## src/hw/rtl/u2u8_pkg.sv

```systemverilog
`default_nettype none

package u2u8_pkg;

  localparam logic [15:0] SurrHighFirst = 16'hD800;
  localparam logic [15:0] SurrHighLast  = 16'hDBFF;
  localparam logic [15:0] SurrLowFirst  = 16'hDC00;
  localparam logic [15:0] SurrLowLast   = 16'hDFFF;
  localparam logic [20:0] SuppBase      = 21'h10000;
  localparam logic [20:0] TwoByteLimit  = 21'h00080;
  localparam logic [20:0] ThreeByteLimit = 21'h00800;
  localparam logic [20:0] FourByteLimit = 21'h10000;
  localparam logic [7:0]  LeadTwo       = 8'hC0;
  localparam logic [7:0]  LeadThree     = 8'hE0;
  localparam logic [7:0]  LeadFour      = 8'hF0;
  localparam logic [7:0]  ContMark      = 8'h80;
  localparam logic [5:0]  ContMask      = 6'h3F;

  localparam logic [1:0] LenOne   = 2'd0;
  localparam logic [1:0] LenTwo   = 2'd1;
  localparam logic [1:0] LenThree = 2'd2;
  localparam logic [1:0] LenFour  = 2'd3;

  typedef struct packed {
    logic        flush;
    logic [9:0]  flush_bits;
    logic        emit;
    logic [20:0] point;
    logic [1:0]  point_len;
    logic        last;
  } cmd_t;

  function automatic logic [1:0] seq_len(input logic [20:0] c);
    logic [1:0] len;
    if (c < TwoByteLimit) begin
      len = LenOne;
    end else if (c < ThreeByteLimit) begin
      len = LenTwo;
    end else if (c < FourByteLimit) begin
      len = LenThree;
    end else begin
      len = LenFour;
    end
    return len;
  endfunction

  function automatic logic [7:0] seq_byte(input logic [20:0] c, input logic [1:0] len,
                                          input logic [1:0] idx);
    logic [7:0] b;
    b = 8'h00;
    unique case (len)
      LenOne: b = c[7:0];
      LenTwo: begin
        if (idx == 2'd0) b = LeadTwo | {3'b000, c[10:6]};
        else             b = ContMark | {2'b00, c[5:0] & ContMask};
      end
      LenThree: begin
        unique case (idx)
          2'd0:    b = LeadThree | {4'b0000, c[15:12]};
          2'd1:    b = ContMark | {2'b00, c[11:6] & ContMask};
          default: b = ContMark | {2'b00, c[5:0] & ContMask};
        endcase
      end
      default: begin
        unique case (idx)
          2'd0:    b = LeadFour | {5'b00000, c[20:18]};
          2'd1:    b = ContMark | {2'b00, c[17:12] & ContMask};
          2'd2:    b = ContMark | {2'b00, c[11:6] & ContMask};
          default: b = ContMark | {2'b00, c[5:0] & ContMask};
        endcase
      end
    endcase
    return b;
  endfunction

endpackage

`default_nettype wire

```

## src/hw/rtl/u2u8_front.sv

```systemverilog
`default_nettype none

module u2u8_front (
  input  wire logic          clk_i,
  input  wire logic          rst_ni,
  input  wire logic          in_valid_i,
  output logic               in_stall_o,
  input  wire logic [15:0]   code_unit_i,
  input  wire logic          end_of_string_i,
  input  wire logic          q_full_i,
  output logic               push_o,
  output u2u8_pkg::cmd_t     cmd_o
);

  logic       held_q, held_d;
  logic [9:0] held_bits_q, held_bits_d;
  logic       accept, is_high, is_low, hold_new;

  assign is_high = (code_unit_i >= u2u8_pkg::SurrHighFirst) &&
                   (code_unit_i <= u2u8_pkg::SurrHighLast);
  assign is_low  = (code_unit_i >= u2u8_pkg::SurrLowFirst) &&
                   (code_unit_i <= u2u8_pkg::SurrLowLast);
  assign in_stall_o = q_full_i;
  assign accept = in_valid_i && !q_full_i;
  assign hold_new = is_high && !end_of_string_i;

  always_comb begin
    cmd_o.flush      = held_q && !is_low;
    cmd_o.flush_bits = held_bits_q;
    cmd_o.last       = end_of_string_i;
    if (held_q && is_low) begin
      cmd_o.emit  = 1'b1;
      cmd_o.point = u2u8_pkg::SuppBase + {1'b0, held_bits_q, code_unit_i[9:0]};
    end else begin
      cmd_o.emit  = !hold_new;
      cmd_o.point = {5'b00000, code_unit_i};
    end
    cmd_o.point_len = u2u8_pkg::seq_len(cmd_o.point);
  end

  assign push_o = accept && (cmd_o.flush || cmd_o.emit);

  always_comb begin
    held_d      = held_q;
    held_bits_d = held_bits_q;
    if (accept) begin
      held_d      = hold_new && !(held_q && is_low);
      held_bits_d = held_d ? code_unit_i[9:0] : 10'd0;
    end
  end

  always_ff @(posedge clk_i or negedge rst_ni) begin
    if (!rst_ni) begin
      held_q      <= 1'b0;
      held_bits_q <= 10'd0;
    end else begin
      held_q      <= held_d;
      held_bits_q <= held_bits_d;
    end
  end

endmodule

`default_nettype wire

```

## src/hw/rtl/u2u8_fifo.sv

```systemverilog
`default_nettype none

module u2u8_fifo (
  input  wire logic            clk_i,
  input  wire logic            rst_ni,
  input  wire logic            push_i,
  input  wire u2u8_pkg::cmd_t  push_data_i,
  input  wire logic            pop_i,
  output u2u8_pkg::cmd_t       head_o,
  output logic                 full_o,
  output logic                 empty_o
);

  u2u8_pkg::cmd_t mem_q [2];
  logic       wr_ptr_q, rd_ptr_q;
  logic [1:0] cnt_q;

  assign full_o  = cnt_q[1];
  assign empty_o = (cnt_q == 2'd0);
  assign head_o  = mem_q[rd_ptr_q];

  always_ff @(posedge clk_i) begin
    if (push_i) mem_q[wr_ptr_q] <= push_data_i;
  end

  always_ff @(posedge clk_i or negedge rst_ni) begin
    if (!rst_ni) begin
      wr_ptr_q <= 1'b0;
      rd_ptr_q <= 1'b0;
      cnt_q    <= 2'd0;
    end else begin
      if (push_i) wr_ptr_q <= !wr_ptr_q;
      if (pop_i)  rd_ptr_q <= !rd_ptr_q;
      cnt_q <= cnt_q + {1'b0, push_i} - {1'b0, pop_i};
    end
  end

endmodule

`default_nettype wire

```

## src/hw/rtl/u2u8_back.sv

```systemverilog
`default_nettype none

module u2u8_back (
  input  wire logic            clk_i,
  input  wire logic            rst_ni,
  input  wire u2u8_pkg::cmd_t  head_i,
  input  wire logic            empty_i,
  output logic                 pop_o,
  output logic                 out_valid_o,
  input  wire logic            out_stall_i,
  output logic [7:0]           utf8_byte_o,
  output logic                 last_byte_o
);

  logic        seg_q, seg_d;
  logic [1:0]  idx_q, idx_d;
  logic        valid_q, valid_d;
  logic [7:0]  byte_q, byte_d;
  logic        last_q, last_d;
  logic        adv, in_flush, seg_end, entry_end;
  logic [20:0] cur_point;
  logic [1:0]  cur_len;

  assign in_flush  = head_i.flush && !seg_q;
  assign cur_point = in_flush ? {5'b00000, 6'b110110, head_i.flush_bits} : head_i.point;
  assign cur_len   = in_flush ? u2u8_pkg::LenThree : head_i.point_len;
  assign seg_end   = (idx_q == cur_len);
  assign entry_end = seg_end && (!in_flush || !head_i.emit);
  assign adv       = !empty_i && (!valid_q || !out_stall_i);
  assign pop_o     = adv && entry_end;

  always_comb begin
    seg_d   = seg_q;
    idx_d   = idx_q;
    valid_d = valid_q;
    byte_d  = byte_q;
    last_d  = last_q;
    if (adv) begin
      valid_d = 1'b1;
      byte_d  = u2u8_pkg::seq_byte(cur_point, cur_len, idx_q);
      last_d  = !in_flush && seg_end && head_i.last;
      if (entry_end) begin
        seg_d = 1'b0;
        idx_d = 2'd0;
      end else if (seg_end) begin
        seg_d = 1'b1;
        idx_d = 2'd0;
      end else begin
        idx_d = idx_q + 2'd1;
      end
    end else if (!out_stall_i) begin
      valid_d = 1'b0;
    end
  end

  always_ff @(posedge clk_i or negedge rst_ni) begin
    if (!rst_ni) begin
      seg_q   <= 1'b0;
      idx_q   <= 2'd0;
      valid_q <= 1'b0;
    end else begin
      seg_q   <= seg_d;
      idx_q   <= idx_d;
      valid_q <= valid_d;
    end
  end

  always_ff @(posedge clk_i) begin
    byte_q <= byte_d;
    last_q <= last_d;
  end

  assign out_valid_o = valid_q;
  assign utf8_byte_o = byte_q;
  assign last_byte_o = last_q;

  a_idx_bound: assert property (@(posedge clk_i) disable iff (!rst_ni)
    !empty_i |-> (idx_q <= cur_len)) else $error("byte index past sequence end");
  a_seg_flush: assert property (@(posedge clk_i) disable iff (!rst_ni)
    seg_q |-> (!empty_i && head_i.flush && head_i.emit))
    else $error("second segment without a pending flush entry");
  a_last_pops: assert property (@(posedge clk_i) disable iff (!rst_ni)
    (adv && last_d) |-> pop_o) else $error("last byte sent without retiring entry");
  a_idle_reset: assert property (@(posedge clk_i) disable iff (!rst_ni)
    empty_i |-> (!seg_q && idx_q == 2'd0)) else $error("sequencer busy with empty queue");

endmodule

`default_nettype wire

```

## src/hw/rtl/utf16_to_utf8_transcoder.sv

```systemverilog
// UTF-16 to UTF-8 transcoder.
// Input channel: in_valid_i / in_stall_o with code_unit_i and end_of_string_i;
// a beat is taken when valid is high and stall is low.
// Output channel: out_valid_o / out_stall_i with utf8_byte_o and last_byte_o,
// one byte per beat; last_byte_o marks the final byte of the string.
// A high surrogate is held until the next unit; a following low surrogate
// makes a 4-byte sequence, anything else flushes the held unit as 3 bytes.
// The front classifies units into a 2-entry command queue; the back sequencer
// emits one byte per cycle into an output register while the queue is not
// empty and the receiver does not stall. A taken unit is written into the
// queue, and its first byte is then written into the output register. A unit
// yields 1 to 4 bytes, none while a high surrogate is held, and up to 6
// when it also flushes a held surrogate.
// Input beats are taken every cycle while the queue has room.
// Reset clears the held surrogate, the queue and the output valid flag.
// When the receiver stalls, the output beat holds, the sequencer waits, the
// queue fills and then in_stall_o rises.
`default_nettype none

module utf16_to_utf8_transcoder (
  input  wire logic        clk_i,
  input  wire logic        rst_ni,
  input  wire logic        in_valid_i,
  output logic             in_stall_o,
  input  wire logic [15:0] code_unit_i,
  input  wire logic        end_of_string_i,
  output logic             out_valid_o,
  input  wire logic        out_stall_i,
  output logic [7:0]       utf8_byte_o,
  output logic             last_byte_o
);

  u2u8_pkg::cmd_t push_cmd, head_cmd;
  logic push, pop, q_full, q_empty;

  u2u8_front u_front (
    .clk_i           (clk_i),
    .rst_ni          (rst_ni),
    .in_valid_i      (in_valid_i),
    .in_stall_o      (in_stall_o),
    .code_unit_i     (code_unit_i),
    .end_of_string_i (end_of_string_i),
    .q_full_i        (q_full),
    .push_o          (push),
    .cmd_o           (push_cmd)
  );

  u2u8_fifo u_fifo (
    .clk_i       (clk_i),
    .rst_ni      (rst_ni),
    .push_i      (push),
    .push_data_i (push_cmd),
    .pop_i       (pop),
    .head_o      (head_cmd),
    .full_o      (q_full),
    .empty_o     (q_empty)
  );

  u2u8_back u_back (
    .clk_i       (clk_i),
    .rst_ni      (rst_ni),
    .head_i      (head_cmd),
    .empty_i     (q_empty),
    .pop_o       (pop),
    .out_valid_o (out_valid_o),
    .out_stall_i (out_stall_i),
    .utf8_byte_o (utf8_byte_o),
    .last_byte_o (last_byte_o)
  );

endmodule

`default_nettype wire
```

## config.mk

```make
export PLATFORM = sky130hd
export DESIGN_NAME = utf16_to_utf8_transcoder
export DESIGN_NICKNAME = d
export VERILOG_FILES = /design/src/hw/rtl/u2u8_pkg.sv /design/src/hw/rtl/u2u8_front.sv /design/src/hw/rtl/u2u8_fifo.sv /design/src/hw/rtl/u2u8_back.sv /design/src/hw/rtl/utf16_to_utf8_transcoder.sv
export SDC_FILE = /design/constraint.sdc
export NUM_CORES = 1
export LEC_CHECK = 0
export BUFFER_PORTS_ARGS = -buffer_cell sky130_fd_sc_hd__buf_2
export CAP_MARGIN = 40
export CORE_MARGIN = 1
export CORE_UTILIZATION = 65
export CTS_BUF_LIST = sky130_fd_sc_hd__clkbuf_4
export DETAILED_ROUTE_END_ITERATION = 10
export PLACE_DENSITY = 0.85
export SYNTH_ARGS = -nofsm -noshare
export SYNTH_HDL_FRONTEND = slang
export SYNTH_SLANG_ARGS = --single-unit
```

## constraint.sdc

```tcl
create_clock -name clk_i -period 6.6 [get_ports clk_i]
set_input_delay 1.32 -clock clk_i [delete_from_list [all_inputs] [get_ports clk_i]]
set_output_delay 1.32 -clock clk_i [all_outputs]
set_load 0.03 [all_outputs]
```

Word level (Yosys, flattened, before mapping) --
Memories as Yosys holds them, arrays and structs flattened. Index checks and enable logic that the tools add are counted.
Word-level totals: memories kept 1, bits in latches 0, output and inout bits 11, logic and storage cells 82, flip-flop bits (word level) 28, input bits 21, bits in read-only memories 0, memory bits (writable) 72
Operators by class: shifts and indexed selects 0, reduce and logical (&&, ||, !) cells 35, mux-type cells 19, equality and inequality tests 6, order comparisons 7, add/sub/neg operators 4, bitwise operators 0, multiply operators 0, div/mod/pow operators 0
Memories:
- u_fifo.mem_q | depth 2, bits a word 36, rd ports 1, clocked after memory_dff 0, wr ports 1, line u2u8_fifo.sv:14 | u2u8_pkg::cmd_t mem_q [2];
Operators by type and width (count):
- $ge A16 B16 Y1 const B | 2
- $le A16 B16 Y1 const B | 2
- $pmux W8 S3 | 1
- $mux W22 | 1
- $add A17 B20 Y21 const A | 1
- $lt A21 B12 Y1 const B | 1
- $lt A21 B17 Y1 const B | 1
- $lt A21 B8 Y1 const B | 1
- $mux W21 | 1
- $pmux W7 S3 | 1
- $logic_and A1 B1 Y1 | 14
- $pmux W7 S2 | 1
- $logic_not A1 Y1 | 13
- $mux W10 | 1
- $mux W2 | 5
- $mux W1 | 7
- $mux W7 | 1
- $logic_not A2 Y1 | 3
- $eq A2 B1 Y1 const B | 2
- $eq A2 B2 Y1 const B | 2
- $logic_or A1 B1 Y1 | 3
- $add A2 B1 Y2 | 1
- $add A2 B1 Y2 const B | 1
- $eq A2 B2 Y1 | 1
- other kinds (4) | 4

Logic depth before layout (Yosys ltp) --
depth after elaboration 9, depth in mapped cells 11, mapped depth without buffers 10

Cells and area by module --
Synthesis repeated with hierarchy kept, for this count alone.
Second synthesis, totals: cells, all modules 366, area, all modules 5006.1 um2
Modules (own cells, without submodules):
- u2u8_fifo | sequential area each 2262.2 um2, cells each 126, area an instance 2937.8 um2, times used 1
- u2u8_back | sequential area each 370.4 um2, cells each 158, area an instance 1295.0 um2, times used 1
- u2u8_front | sequential area each 275.3 um2, cells each 82, area an instance 773.2 um2, times used 1

Worst setup path before layout --
No wires, ideal clock.
path type input to register, start input code_unit_i[15], end memory u_fifo.mem_q[0][0] in the netlist's numbering (enable), required time 6.171 ns, path slack 2.958 ns, path buffers 0, stages on the path 5, library setup time 0.429 ns, arrival 3.213 ns, cell sequence nand4_1 -> nor4_1 -> inv_1 -> o21ai_1 -> nor2_1
RTL lines:
- start: declaration | line utf16_to_utf8_transcoder.sv:25 | input wire logic [15:0] code_unit_i,
- end: declaration | line u2u8_fifo.sv:14

Worst setup path after layout --
start register u_fifo.rd_ptr_q, end register u_back.byte_q[0] (netlist: u_back.utf8_byte_o[0]), data pin
On the way: cells in the longest elaborated chain, start to end 5, elaborated cells on any way between the ends 11, those cells by class eq/ne: 2; mux: 6; reduce/logical: 2; memory: 1
RTL lines:
- start: declaration | line u2u8_fifo.sv:15 | logic wr_ptr_q, rd_ptr_q;
- start signal: assignment | line u2u8_fifo.sv:33 | if (pop_i) rd_ptr_q <= !rd_ptr_q;
- $mem_v2 Z2 W36 (*)
- $logic_and A1 B1 Y1 | line u2u8_back.sv:24 | assign in_flush = head_i.flush && !seg_q;
- $mux W21 or $mux W2 (tied branches) | line u2u8_back.sv:25, u2u8_back.sv:26
- $pmux W7 S3 (tied with other cells) | line u2u8_pkg.sv:65 | unique case (idx)
- $pmux W8 S3 (*) | line u2u8_pkg.sv:51 | unique case (len)
- end signal: assignment | line u2u8_back.sv:69 | byte_q <= byte_d;
- end: declaration | line u2u8_back.sv:18 | logic [7:0] byte_q, byte_d;
Mark *: on every way between the ends. The rest lies on a longest branch, timed or not. A chain may end at the register's enable or synchronous reset.

==> impl_metrics.toml <==
[outcome]
status = "finished clean"

[logic_synthesis]
synth_area_leaders = "edfxtp_1, dfrtp_1, mux2i_1"
yosys_warnings = 0
syn-cell-area_sq_um = 4670
synth_seq_area_share_pct = 62.2
syn_avg_cell_area_sq_um = 12.8
async_flop_share_pct = 19.0
synth.most_common_cell = "edfxtp_1"
synth_edf_count = 81
synth_top_area_share_pct = 52.0
synthCells = 364
synth_flop_cell = "edfxtp_1"
ys_ff_latch = 100
yosys-top-cells-count = "edfxtp_1, nand2_1, mux2i_1"
synth.distinct_cells = 54
syn_nets = 397
synth_top_cell_by_area = "edfxtp_1"

[drt]
wl_per_cell_microns = 19.9
via_per_inst = 6.05
postRouteAntennaNets = 0
dr.pass1.iters = 8
via_count = 3006
totalWireLength_mm = 9.92
drc = 0
drt_iter0_drc = 242

[finish]
diodes = 0
fin_nets = 429
drive_gt1_share_pct = 16.7
area_delta_synth_final_pct = 9.61

[cts]
cts-buffers-inserted = 9
cts_tree = "yes"
cts_root_buffer = "clkbuf_4"
path_clk_slew_ns = 0.15
clock_sinks = 100
cts_buffer_depth = 2
cts-resized-gates = 0
htree_levels = 3
cts_hold_buf = 0
cts_setup_buffers = 0
clk_latency_ns = 0.45

[place]
place.detailed.hpwl_mm = 7.22
gp_congestion = 0.879
portBuffers = 31

[pwr]
p_leak_nw = 1.99
p_sw_share_pct = 38.0
comb_power_share_pct = 39.4
peakVddDrop_uv = 205
p_total_mw = 2.01
clock_power_share_pct = 15.6
powerDensity_nw_per_um2 = 393
internal_power_mw = 1.25
p_seq_share_pct = 45.1
netSwitchingPower_mw = 0.766

[sta]
clock.fmax_mhz = 310
clock_skew_ns = 0.0133
final-hold-violation-count = 0
setup_violations = 0
fin_crit_sh_pct = 48.8
slew_violations = 0
grt_setup_unrepaired = "false"
tns_ns = 0
fin_crit_ns = 3.22
slew-limit-headroom_pct = 47.8
worst_pin_slew_ns = 0.782

[die]
dieArea_sq_um = 7530
core_area_sq_um = 6870
start_util_pct = 68.0
ios = 32
die_w_microns = 86.8
num_rows = 30
fp.dieH_microns = 86.8

[setup_path]
cp-start-kind = "register"
worst-endpoint-arrival_ns = 3.41
end_kind = "register"
crit_type = "register to register"
required_ns = 6.79
crit_fanout = 20

[global_routing]
overflow = 0
antenna_found_initial = 0
grt_pass1_wl_mm = 15.8
grt_max_degree = 25
grt_util_all_layers_pct = 29.1
grt_pass1_vias = 3085

[hold_path]
hp-class = "register to register"

[flow_run]
maxCapViolCount = 0
logic make-up (layout without fill, tap and decap cells):
group | count (synthesis) | after routing | share of synthesized area, %
buffers and inverters | 36 | 73 | 3.53
DFF | 100 | 100 | 62.2
muxes | 39 | 39 | 8.49
AOI/OAI and AO/OA | 65 | 65 | 10.3
adders and majority gates | 12 | 12 | 3.21
and+or+nand+nor | 103 | 103 | 10.4
xor gates and xnor gates | 9 | 9 | 1.85
cell type report:
class                   instances  area [sq um]
clock buffers                   9          67.6
inverters                      20          75.1
clock inverters                 7          65.1
well taps                      96           120
multi-input cells             228          1620
flip-flops and latches        100          2910
fillers                       429          1750
repair buffers                 37           272
registers in the layout (all words and copies together), names as in the netlist:
register             flops
u_fifo.rd_ptr_q          1
u_back.utf8_byte_o       8
u_front.held_q           1
u_fifo.cnt_q             2
u_back.idx_q             2
u_fifo.mem_q            72
u_back.seg_q             1
u_back.last_byte_o       1
u_fifo.wr_ptr_q          1
u_front.held_bits_q     10
u_back.out_valid_o       1
path summary, 6_finish.rpt:
check	depth (start not counted)	end	start	slack, ns
worst min register to register	0	u_fifo.mem_q[1][25]	u_front.held_bits_q[0]	0.50
worst min-delay path	0	u_fifo.mem_q[1][25]	u_front.held_bits_q[0]	0.50
worst max register to register	9	u_back.utf8_byte_o[0]	u_fifo.rd_ptr_q	3.38
max in group asynchronous	1	u_front.held_bits_q[6]	rst_ni	5.39
min in group asynchronous	1	u_back.idx_q[0]	rst_ni	0.84
worst max-delay path	9	u_back.utf8_byte_o[0]	u_fifo.rd_ptr_q	3.38
critical path: stages, from the launching register on:
cell and delay (ns):
dfrtp_1 0.62, buf_16 0.22, inv_1 0.30, o32a_4 0.51, ha_1 0.34, nand2b_1 0.13, a21oi_1 0.09, or2_2 0.35
a221oi_1 0.29, o22ai_1 0.11
cell usage in the layout, fill, tap and decap left out, types with 7 or more instances in the layout:
cell	instances
buf_2	31
ha_1	12
edfxtp_1	81
xnor2_1	7
clkbuf_4	9
inv_1	20
o21ai_0	17
nand2_1	37
a21oi_1	7
nor2_1	20
mux2i_1	34
dfrtp_1	19
nand3_1	17
through the flow:
| stage | hold WS, ns | instance area, sq um | worst slack [ns] | utilization (%) | instances |
|---|---|---|---|---|---|
| after CTS | 0.497 | 5120 | 3.41 | 74.6 | 497 |
| after global placement | 0.456 | 4880 | 2.91 | 71.1 | 476 |
| after global routing | 0.519 | 5120 | 3.22 | 74.6 | 497 |
| after detailed placement | 0.468 | 4990 | 3.04 | 72.6 | 481 |
| after floorplan | 0.442 | 4670 | 2.96 | - | 364 |
| final | 0.495 | 5120 | 3.38 | 74.6 | 497 |
routing by layer:
| layer | up-vias | GRT usage (%) | routed length (microns) |
|---|---|---|---|
| met5 | - | 0 | 0 |
| met4 | 0 | 12.9 | 294 |
| met3 | 21 | 4.57 | 592 |
| met2 | 131 | 48.8 | 5030 |
| met1 | 1442 | 37.7 | 4000 |
| li1 | 1412 | - | - |
power groups by stage:
| stage | sequential [mW] | combinational (mW) | clock (mW) |
|---|---|---|---|
| after floorplan | 0.976 | 0.500 | 0 |
| after global placement | 0.929 | 0.719 | 0 |
| after detailed placement | 0.923 | 0.785 | 0 |
| after CTS | 0.909 | 0.788 | 0.316 |
| after global routing | 0.923 | 0.860 | 0.341 |
| final | 0.908 | 0.793 | 0.313 |
No activity file was read; power rests on OpenSTA's default activity.
